<file path="src/rtl/cea_pkg.sv">
// ----------------------------------------------------------------------------
// cea_pkg - shared types and constants for the contiguous extent allocator
// Holds the request and result word types, status codes, the controller
// state type and the command/flag bundles between controller and datapath.
// ----------------------------------------------------------------------------
package cea_pkg;

  // default sizing
  localparam int MAX_EXTENTS_DEF = 32;
  localparam int MAX_BLOCKS_DEF  = 1024;
  localparam int TOTAL_RESET     = 1024;

  // field widths
  localparam int START_W = 10;
  localparam int COUNT_W = 11;
  localparam int SLOT_W  = 5;
  localparam int STAT_W  = 3;

  // register map: word index of the device size register
  localparam logic REG_TOTAL = 1'b0;

  typedef enum logic [STAT_W-1:0] {
    ST_OK          = 3'd0,
    ST_NO_FREE     = 3'd1,
    ST_START_TAKEN = 3'd2,
    ST_OVERLAP     = 3'd3,
    ST_PAST_END    = 3'd4,
    ST_FULL        = 3'd5
  } status_t;

  typedef struct packed {
    logic [START_W-1:0] start_block;
    logic [COUNT_W-1:0] block_count;
  } req_t;

  typedef struct packed {
    status_t            status;
    logic [SLOT_W-1:0]  slot;
    logic [COUNT_W-1:0] free_left;
  } res_t;

  typedef enum logic [2:0] {
    S_IDLE,
    S_FREE_CHK,
    S_SCAN,
    S_TAIL,
    S_REPLY
  } state_t;

  // controller -> datapath
  typedef struct packed {
    logic load;
    logic free_chk;
    logic scan;
    logic tail;
  } cmd_t;

  // datapath -> controller
  typedef struct packed {
    logic no_free;
    logic empty;
    logic hit;
    logic last;
  } flags_t;

  // configuration write
  typedef struct packed {
    logic               wr;
    logic [COUNT_W-1:0] data;
  } cfg_wr_t;

endpackage

</file>
<file path="src/rtl/cea_ctrl.sv">
// ----------------------------------------------------------------------------
// cea_ctrl - sequencer for the extent allocator
// Steps one request through free check, table scan, tail checks and reply.
// ----------------------------------------------------------------------------
module cea_ctrl (
  input  logic            clk,
  input  logic            rst,
  input  logic            start,
  input  cea_pkg::flags_t flags,
  output cea_pkg::cmd_t   cmd,
  output logic            busy,
  output logic            done
);
  import cea_pkg::*;

  state_t state;
  state_t state_next;

  // state register
  always_ff @(posedge clk) begin
    if (rst) begin
      state <= S_IDLE;
    end else begin
      state <= state_next;
    end
  end

  // next state and commands
  always_comb begin
    state_next   = state;
    cmd          = '0;
    busy         = 1'b1;
    done         = 1'b0;
    case (state)
      S_IDLE: begin
        busy = 1'b0;
        if (start) begin
          cmd.load   = 1'b1;
          state_next = S_FREE_CHK;
        end
      end
      S_FREE_CHK: begin
        cmd.free_chk = 1'b1;
        if (flags.no_free) begin
          state_next = S_REPLY;
        end else if (flags.empty) begin
          state_next = S_TAIL;
        end else begin
          state_next = S_SCAN;
        end
      end
      S_SCAN: begin
        cmd.scan = 1'b1;
        if (flags.hit) begin
          state_next = S_REPLY;
        end else if (flags.last) begin
          state_next = S_TAIL;
        end
      end
      S_TAIL: begin
        cmd.tail   = 1'b1;
        state_next = S_REPLY;
      end
      S_REPLY: begin
        done       = 1'b1;
        state_next = S_IDLE;
      end
      default: begin
        state_next = S_IDLE;
      end
    endcase
  end

endmodule

</file>
<file path="src/rtl/cea_dp.sv">
// ----------------------------------------------------------------------------
// cea_dp - datapath of the extent allocator
// Request latch, extent table memory, scan counter, free/used counters,
// overlap compare and the result word register.
// ----------------------------------------------------------------------------
module cea_dp #(
  parameter int MAX_EXTENTS = cea_pkg::MAX_EXTENTS_DEF,
  parameter int MAX_BLOCKS  = cea_pkg::MAX_BLOCKS_DEF
) (
  input  logic                      clk,
  input  logic                      rst,
  input  cea_pkg::req_t             req,
  input  cea_pkg::cmd_t             cmd,
  input  cea_pkg::cfg_wr_t          cfg,
  output cea_pkg::flags_t           flags,
  output cea_pkg::res_t             result,
  output logic [cea_pkg::COUNT_W-1:0] total
);
  import cea_pkg::*;

  localparam int AW = $clog2(MAX_EXTENTS);
  localparam int UW = $clog2(MAX_EXTENTS + 1);
  localparam int LIMIT_INT = (MAX_BLOCKS > 2047) ? 2047 : MAX_BLOCKS;
  localparam int RESET_INT = (TOTAL_RESET > MAX_BLOCKS) ? MAX_BLOCKS : TOTAL_RESET;
  localparam logic [COUNT_W-1:0] TOTAL_LIMIT = COUNT_W'(LIMIT_INT);
  localparam logic [COUNT_W-1:0] TOTAL_RST   = COUNT_W'(RESET_INT);
  localparam logic [UW-1:0]      USED_MAX    = UW'(MAX_EXTENTS);

  typedef struct packed {
    logic [START_W-1:0] start;
    logic [COUNT_W-1:0] len;
  } entry_t;

  entry_t             mem [MAX_EXTENTS];
  entry_t             rd;
  req_t               cur;
  logic [UW-1:0]      idx;
  logic [UW-1:0]      used;
  logic [COUNT_W-1:0] free_blocks;
  logic [COUNT_W-1:0] cfg_total;
  logic [START_W+1:0] old_end;
  logic [START_W+1:0] new_end;
  logic               same_start;
  logic               overlap;
  logic               past_end;
  status_t            res_status;
  logic [SLOT_W-1:0]  res_slot;

  // saturate a written device size
  assign cfg_total = (cfg.data > TOTAL_LIMIT) ? TOTAL_LIMIT : cfg.data;

  // compares against the entry read last cycle
  assign old_end    = (START_W+2)'(rd.start) + (START_W+2)'(rd.len);
  assign new_end    = (START_W+2)'(cur.start_block) + (START_W+2)'(cur.block_count);
  assign same_start = (cur.start_block == rd.start);
  assign overlap    = ((START_W+2)'(cur.start_block) < old_end) &&
                      ((START_W+2)'(rd.start) < new_end);
  assign past_end   = (new_end > (START_W+2)'(total));

  assign flags.no_free = (cur.block_count > free_blocks);
  assign flags.empty   = (used == '0);
  assign flags.hit     = same_start || overlap;
  assign flags.last    = (idx == used);

  // extent table: registered read at the scan index, write on commit
  always_ff @(posedge clk) begin
    rd <= mem[idx[AW-1:0]];
    if (cmd.tail && !past_end && (used != USED_MAX)) begin
      mem[used[AW-1:0]] <= '{start: cur.start_block, len: cur.block_count};
    end
  end

  // control counters and device size
  always_ff @(posedge clk) begin
    if (rst) begin
      idx         <= '0;
      used        <= '0;
      total       <= TOTAL_RST;
      free_blocks <= TOTAL_RST;
    end else begin
      if (cfg.wr) begin
        total       <= cfg_total;
        free_blocks <= cfg_total;
      end
      if (cmd.load) begin
        idx <= '0;
      end else if (cmd.free_chk || cmd.scan) begin
        idx <= idx + UW'(1);
      end
      if (cmd.tail && !past_end && (used != USED_MAX)) begin
        used        <= used + UW'(1);
        free_blocks <= free_blocks - cur.block_count;
      end
    end
  end

  // request latch and result word
  always_ff @(posedge clk) begin
    if (cmd.load) begin
      cur <= req;
    end
    if (cmd.free_chk && flags.no_free) begin
      res_status <= ST_NO_FREE;
      res_slot   <= '0;
    end
    if (cmd.scan && flags.hit) begin
      res_status <= same_start ? ST_START_TAKEN : ST_OVERLAP;
      res_slot   <= '0;
    end
    if (cmd.tail) begin
      if (past_end) begin
        res_status <= ST_PAST_END;
        res_slot   <= '0;
      end else if (used == USED_MAX) begin
        res_status <= ST_FULL;
        res_slot   <= '0;
      end else begin
        res_status <= ST_OK;
        res_slot   <= SLOT_W'(used);
      end
    end
  end

  // free count after the request, valid in the reply cycle
  assign result = '{status: res_status, slot: res_slot, free_left: free_blocks};

endmodule

</file>
<file path="src/rtl/contiguous_extent_allocator_top.sv">
// ----------------------------------------------------------------------------
// contiguous_extent_allocator_top - contiguous extent allocator
// Checks a request for a run of blocks against the free count, the stored
// extents and the device size, and stores it in the next table slot.
// ----------------------------------------------------------------------------
// Usage:
//   Request channel: drive req and raise start; the word is taken at a clock
//   edge with start high and busy low. busy stays high until the reply.
//   Result channel: done is high for one cycle with result holding status,
//   slot and the free count after the request. The receiver cannot stall.
//   Sequence: a request short of free blocks goes from the free check to
//   the reply; otherwise the table scan follows (skipped for an empty
//   table), then the tail checks unless the scan hits. The scan reads
//   one table entry per cycle from the extent memory; a new request can
//   be taken in the cycle after done.
//   Config: APB port, device size register at byte address 0; a write
//   keeps the low 11 bits of pwdata, saturates them to MAX_BLOCKS and
//   reloads the free count. Write only while busy is low.
//   Reset: table empty, total and free count at 1024 (limited to
//   MAX_BLOCKS). Table contents need no clearing pass; a fill count marks
//   which slots hold extents.
// ----------------------------------------------------------------------------
module contiguous_extent_allocator_top #(
  parameter int MAX_EXTENTS = cea_pkg::MAX_EXTENTS_DEF,
  parameter int MAX_BLOCKS  = cea_pkg::MAX_BLOCKS_DEF
) (
  input  logic          clk,
  input  logic          rst,
  input  logic          start,
  output logic          busy,
  input  cea_pkg::req_t req,
  output logic          done,
  output cea_pkg::res_t result,
  input  logic          psel,
  input  logic          penable,
  input  logic          pwrite,
  input  logic [2:0]    paddr,
  input  logic [31:0]   pwdata,
  output logic [31:0]   prdata,
  output logic          pready
);
  import cea_pkg::*;

  cmd_t               cmd;
  flags_t             flags;
  cfg_wr_t            cfg;
  logic               busy_i;
  logic [COUNT_W-1:0] total;

  // APB decode
  assign pready   = 1'b1;
  assign cfg.wr   = psel && penable && pwrite && (paddr[2] == REG_TOTAL);
  assign cfg.data = pwdata[COUNT_W-1:0];
  assign prdata   = (paddr[2] == REG_TOTAL) ? {{(32-COUNT_W){1'b0}}, total} : '0;

  assign busy = busy_i;

  cea_ctrl u_ctrl (
    .clk   (clk),
    .rst   (rst),
    .start (start),
    .flags (flags),
    .cmd   (cmd),
    .busy  (busy_i),
    .done  (done)
  );

  cea_dp #(
    .MAX_EXTENTS (MAX_EXTENTS),
    .MAX_BLOCKS  (MAX_BLOCKS)
  ) u_dp (
    .clk    (clk),
    .rst    (rst),
    .req    (req),
    .cmd    (cmd),
    .cfg    (cfg),
    .flags  (flags),
    .result (result),
    .total  (total)
  );

endmodule

</file>
<file path="config.mk">
export PLATFORM = sky130hd
export DESIGN_NAME = contiguous_extent_allocator_top
export DESIGN_NICKNAME = d
export VERILOG_FILES = /design/src/rtl/cea_pkg.sv /design/src/rtl/cea_ctrl.sv /design/src/rtl/cea_dp.sv /design/src/rtl/contiguous_extent_allocator_top.sv
export SDC_FILE = /design/constraint.sdc
export NUM_CORES = 1
export LEC_CHECK = 0
export BUFFER_PORTS_ARGS = -buffer_cell sky130_fd_sc_hd__buf_4
export CAP_MARGIN = 40
export CORE_UTILIZATION = 60
export DETAILED_ROUTE_END_ITERATION = 10
export GPL_ROUTABILITY_DRIVEN = 0
export PLACE_DENSITY = 0.78
export SLEW_MARGIN = 20
export SYNTH_ARGS = -nofsm -noshare
export SYNTH_HDL_FRONTEND = slang
export SYNTH_SLANG_ARGS = --single-unit
</file>
<file path="constraint.sdc">
create_clock -name clk -period 12.4 [get_ports clk]
set_input_delay 1.24 -clock clk [delete_from_list [all_inputs] [get_ports clk]]
set_output_delay 1.24 -clock clk [all_outputs]
set_load 0.01 [all_outputs]
</file>
Word-level counts from Yosys, hierarchy flattened
Memory sizes are Yosys's and may differ from the RTL's. A register that Yosys moved wholly into a read port is not among the register bits.
Cells that the tools add are included.
- reduce and logical (&&, ||, !) cells: 17
- bitwise gates (word level): 1
- add/sub/neg operators: 5
- $lt $le $gt $ge: 5
- muxes and demuxes: 30
- equality and inequality tests: 10
- operators with widths (operator ; number):
    2-to-1 mux 11 bit ; 4
    2-to-1 mux 3 bit ; 9
    2-to-1 mux 5 bit ; 5
    adder 10 x 11 -> 12 bit ; 2
    < comparator 10 x 12 -> 1 bit ; 2
    adder 6 x 1 -> 6 bit, second input constant ; 2
    > comparator 12 x 11 -> 1 bit ; 1
    case mux 3 bit (4 select lines) ; 1
    > comparator 11 bit ; 1
    > comparator 11 bit, second input constant ; 1
    2-to-1 mux 1 bit ; 11
    subtractor 11 bit ; 1
    == test 10 bit ; 1
    logical AND 1 bit ; 8
    == test 3 x 2 -> 1 bit, second input constant ; 2
    == test 6 bit ; 1
    == test 6 bit, second input constant ; 1
    zero test 6 bit ; 1
    inequality test 6 bit, second input constant ; 1
    == test 3 x 1 -> 1 bit, second input constant ; 1
    == test 3 bit, second input constant ; 1
    zero test 3 bit ; 1
    inequality test 3 x 2 -> 1 bit, second input constant ; 1
    nonzero test 3 bit ; 1
    7 further kinds ; 8
- input port bits: 62
- register bits after elaboration: 66
- bits in writable memories: 672
- memories: 1
- memory list (memory ; depth ; bits a word ; rd ports ; clocked after memory_dff ; write ports ; RTL line ; RTL):
    u_dp.mem ; 32 ; 21 ; 1 ; 1 ; 1 ; cea_dp.sv:34 ; entry_t mem [MAX_EXTENTS];

Longest topological paths before layout
- word-level depth: 7
- gate-level depth with buffers: 18
- gate-level depth less buffers: 16

By module
Synthesis repeated with hierarchy kept, for this count alone.
- cell total of the unflattened synthesis: 1564
- area total of the unflattened synthesis: 31103.6 um^2
- by module, submodules not included (module ; instances ; area an instance (um^2) ; seq. area each (um^2) ; cells each):
    cea_dp ; 1 ; 30608.1 ; 22151.2 ; 1503
    contiguous_extent_allocator_top ; 1 ; 300.3 ; 0.0 ; 37
    cea_ctrl ; 1 ; 195.2 ; 60.1 ; 24

Worst setup path after synthesis
Ideal clock, no wire load.
- path kind: register -> register
- start: register u_dp.cur[15] in the netlist's numbering
- end: memory u_dp.mem[0][0] in the netlist's numbering, enable pin
- cell stages (with the launch flop): 14
- slack: 6.478 ns
- data required time: 11.947 ns
- arrival: 5.469 ns
- clock period less this slack: 5.922 ns
- path buffers: 0
- setup time: 0.453 ns
- path through: edfxtp_1 > ha_1 > or4_1 > o21ai_1 > a21oi_1 > a21o_1 > a21o_1 > xor2_1 > ha_1 > nor4_1 > nand2_1 > o31ai_1 > nand2_1 > nor4_1
- cells in the longest elaborated chain, start to end: 7
- RTL lines (element ; RTL line ; RTL):
    start, declared ; cea_dp.sv:36 ; req_t cur;
    start signal, assigned ; cea_dp.sv:100 ; cur <= req;
    adder 10 x 11 -> 12 bit ; cea_dp.sv:54 ; assign new_end = (START_W+2)'(cur.start_block) + (START_W+2)'(cur.block_count);
    > comparator 12 x 11 -> 1 bit ; cea_dp.sv:58 ; assign past_end = (new_end > (START_W+2)'(total));
    zero test 1 bit ; cea_dp.sv:68 ; if (cmd.tail && !past_end && (used != USED_MAX)) begin
    logical AND 1 bit (2 in a row) ; cea_dp.sv:68 ;
    2-to-1 mux 1 bit ; cea_dp.sv:68 ;
    2-to-1 mux 1 bit (not written as such) ; cea_dp.sv:69 ; mem[used[AW-1:0]] <= '{start: cur.start_block, len: cur.block_count};
    end, declared ; cea_dp.sv:34 ;
No other way between the ends.

Final worst setup path
- start: register u_dp.cur[0] in the netlist's numbering
- end: memory u_dp.mem[12][3] in the netlist's numbering, enable pin
Same word-level chain as after synthesis.

==> impl_metrics.env <==
export IMPL_leakagePower_uw=0.0115
export IMPL_crit_fanout=43
export IMPL_grt_max_degree=110
export IMPL_rows=83
export IMPL_path_class="reg2reg"
export IMPL_gr_usage_met2=0.492
export IMPL_via_count=16100
export IMPL_synth_commonest_cells="edfxtp_1 (701), mux4_2 (210), ha_1 (65), dfxtp_1 (58), nor2_1 (56)"
export IMPL_synth_top_family_by_area="multiplexers"
export IMPL_final_seq_area_um2=22200
export IMPL_area_growth_pct=12.2
export IMPL_skew_ns=0.0304
export IMPL_cts_inserted_buffers=74
export IMPL_timing_final_crit_period_ns=5.64
export IMPL_post_synth_top_count_cell="edfxtp_1"
export IMPL_drive_gt1_frac=0.275
export IMPL_muxShareOfSynthArea=0.160
export IMPL_hold_violations=0
export IMPL_clk_pin_slew_ns=0.06
export IMPL_slew_headroom=0.381
export IMPL_pin_count=116
export IMPL_cp_arrival_ns=5.89
export IMPL_coreArea_um2=51300
export IMPL_fill_cells=3129
export IMPL_hold_depth=2
export IMPL_cts_resized=0
export IMPL_worstReg2RegStart="u_dp.cur[0]"
export IMPL_ant_nets=0
export IMPL_fin_crit_sh=0.455
export IMPL_rrSetupSlack_ns=6.76
export IMPL_yosys_register_bits=759
export IMPL_cts_setup_buffers=0
export IMPL_num_antenna_cells=0
export IMPL_clockBufferDepth=3
export IMPL_synthTopCellsByArea="edfxtp_1 (68%), mux4_2 (15%), dfxtp_1 (3.7%)"
export IMPL_min_to="u_dp.total[3]"
export IMPL_clk_latency_ns=0.61
export IMPL_grt_pass1_vias=16600
export IMPL_drc=0
export IMPL_synth_xor_area_frac=0.0135
export IMPL_layout_nets=1846
export IMPL_worstSetupStartpointType="register"
export IMPL_slew_violations=0
export IMPL_use_met1=0.368
export IMPL_cts_max_level=3
export IMPL_syn_cell_area_um2=31100
export IMPL_dieHeight_um=230
export IMPL_reg2reg_depth=18
export IMPL_synth_area_per_cell_um2=19.8
export IMPL_grt_usage=0.284
export IMPL_start_util=0.607
export IMPL_synth_top_area_frac=0.676
export IMPL_yosysUniqueCellTypes=60
export IMPL_power_density_nw_per_um2=185
export IMPL_synthCells=1575
export IMPL_synth_largest_area_cell="edfxtp_1"
export IMPL_synthAdderAreaFrac=0.0281
export IMPL_drt_total_wl_mm=72.9
export IMPL_grt_pass1_wl_mm=107
export IMPL_end_kind="register"
export IMPL_multi_input_area_um2=8310
export IMPL_rsz0062_at_grt="no"
export IMPL_firstDrtPassIters=9
export IMPL_ir_drop_uv=149
export IMPL_cts_tree="yes"
export IMPL_cts_sinks=759
export IMPL_yosysSeqAreaShare=0.713
export IMPL_synthArstFlopShare=0
export IMPL_hold_path_class="reg2reg"
export IMPL_antenna_found_initial=0
export IMPL_synth_edff_count=701
export IMPL_hold_ws_ns=0.459
export IMPL_worst_pin_slew_ns=0.928
export IMPL_top_usage_layer="met2"
export IMPL_cts_root_buf="clkbuf_16"
export IMPL_port_buffers=70
export IMPL_r2r_end="u_dp.mem[12][3]"
export IMPL_grt_use_met3=0.0396
export IMPL_drt_iter0_drc=1807
export IMPL_cp_required_ns=12.65
export IMPL_routed_via_density=6.56
export IMPL_hpwl_mm=39.6
export IMPL_fin_tns_setup_ns=0
export IMPL_drv_cap=0
export IMPL_synth_main_ff_cell="edfxtp_1"
export IMPL_ctsHoldBuffers=0
export IMPL_hold_start="u_dp.total[3]"
export IMPL_grt_overflow_total=0
export IMPL_setup_viol=0
export IMPL_die_w_um=230
export IMPL_synth_simple_area_share=0.0323
export IMPL_wire_per_inst_um=29.7
export IMPL_status="complete, no violations"
export IMPL_die_area_um2=52800
export IMPL_max_clock_freq_mhz=177
export IMPL_synth_compound_area_frac=0.0294
export IMPL_ys_warnings_count=0
export IMPL_final_util=0.681
-- worst max-delay path: stages, from the launching register on --
cell and delay, ns:
edfxtp_1 0.37, buf_4 0.27, ha_1 0.31, fa_1 0.41, a21o_1 0.19, nand4_1 0.09, nand2_1 0.11, a311oi_1 0.37
xnor2_1 0.19, inv_1 0.07, ha_1 0.19, nor4_1 0.34, nand2_1 0.10, o31ai_1 0.74, and3_1 0.27, buf_4 0.39
nand2_1 0.25, nor3_2 0.19, buf_4 0.39
-- worst max-delay path by stage --
stage,start,endpoint,slack [ns],cells after the start
after floorplan,u_dp.cur[15],u_dp.mem[0][0],6.48,13
after global placement,u_dp.cur[0],u_dp.mem[12][9],7.02,18
after detailed placement,u_dp.cur[0],u_dp.mem[12][15],6.91,18
after CTS,u_dp.cur[0],u_dp.mem[12][12],6.87,18
after global routing,u_dp.cur[0],u_dp.mem[12][6],6.47,18
final,u_dp.cur[0],u_dp.mem[12][3],6.76,18
-- registers in the layout, summed over array words and instances, names as in the netlist, 5 cells and up --
| register | count |
|---|---|
| u_dp.idx | 6 |
| u_dp.res_slot | 5 |
| u_dp.rd | 21 |
| u_dp.used | 6 |
| u_dp.mem | 672 |
| u_dp.free_blocks | 11 |
| u_dp.total | 11 |
| u_dp.cur | 21 |
-- cells in the final DEF (no fill, tap or decap), types with 30 or more instances in the layout --
cell type,Yosys,final
ha_1,65,65
and3_1,30,30
mux4_2,210,210
edfxtp_1,701,701
a21oi_1,35,35
nor2_1,56,50
clkbuf_16,0,77
buf_4,24,130
inv_1,47,47
dfxtp_1,58,54
-- cell families after synthesis --
kind of cell,Yosys count
AND/OR/NAND/NOR,193
flip-flops,759
XOR/XNOR,48
buffers and inverters,139
adder cells (fa/ha/maj),68
multiplexers,233
AO/OA/AOI/OAI,133
other,2
-- final cells by class --
type,count,share of cell area
Sequential cell,759,0.636
Clock buffer,94,0.0573
Multi-Input combinational cell,697,0.238
Clock inverter,41,0.00709
Timing Repair Buffer,137,0.0320
Tap cell,680,0.0244
Inverter,47,0.00505
-- through the flow --
step                      cell area [um2]  cells  power [uW]  setup slack, ns
after floorplan                     31200   1595        4040             6.48
final                               34900   2455        6450             6.76
after CTS                           34900   2455        6480             6.87
after global placement              32600   2314        4330             7.02
after detailed placement            32700   2320        4390             6.91
after global routing                34900   2455        6690             6.47
-- where the power goes --
part | internal (uW) | total, uW | switching, uW
clock network | 1180 | 2100 | 918
logic | 600 | 1330 | 729
registers | 2950 | 3020 | 67.1
-- routing by layer --
layer / part of all wire / wire length, um / vias up
met3: 0.070 / 5080 / 164
met4: 0.032 / 2350 / 0
met1: 0.37 / 27100 / 8439
met5: 0 / 0 / -
li1: - / - / 6702
met2: 0.53 / 38400 / 802
(Power assumes the default switching activity.)
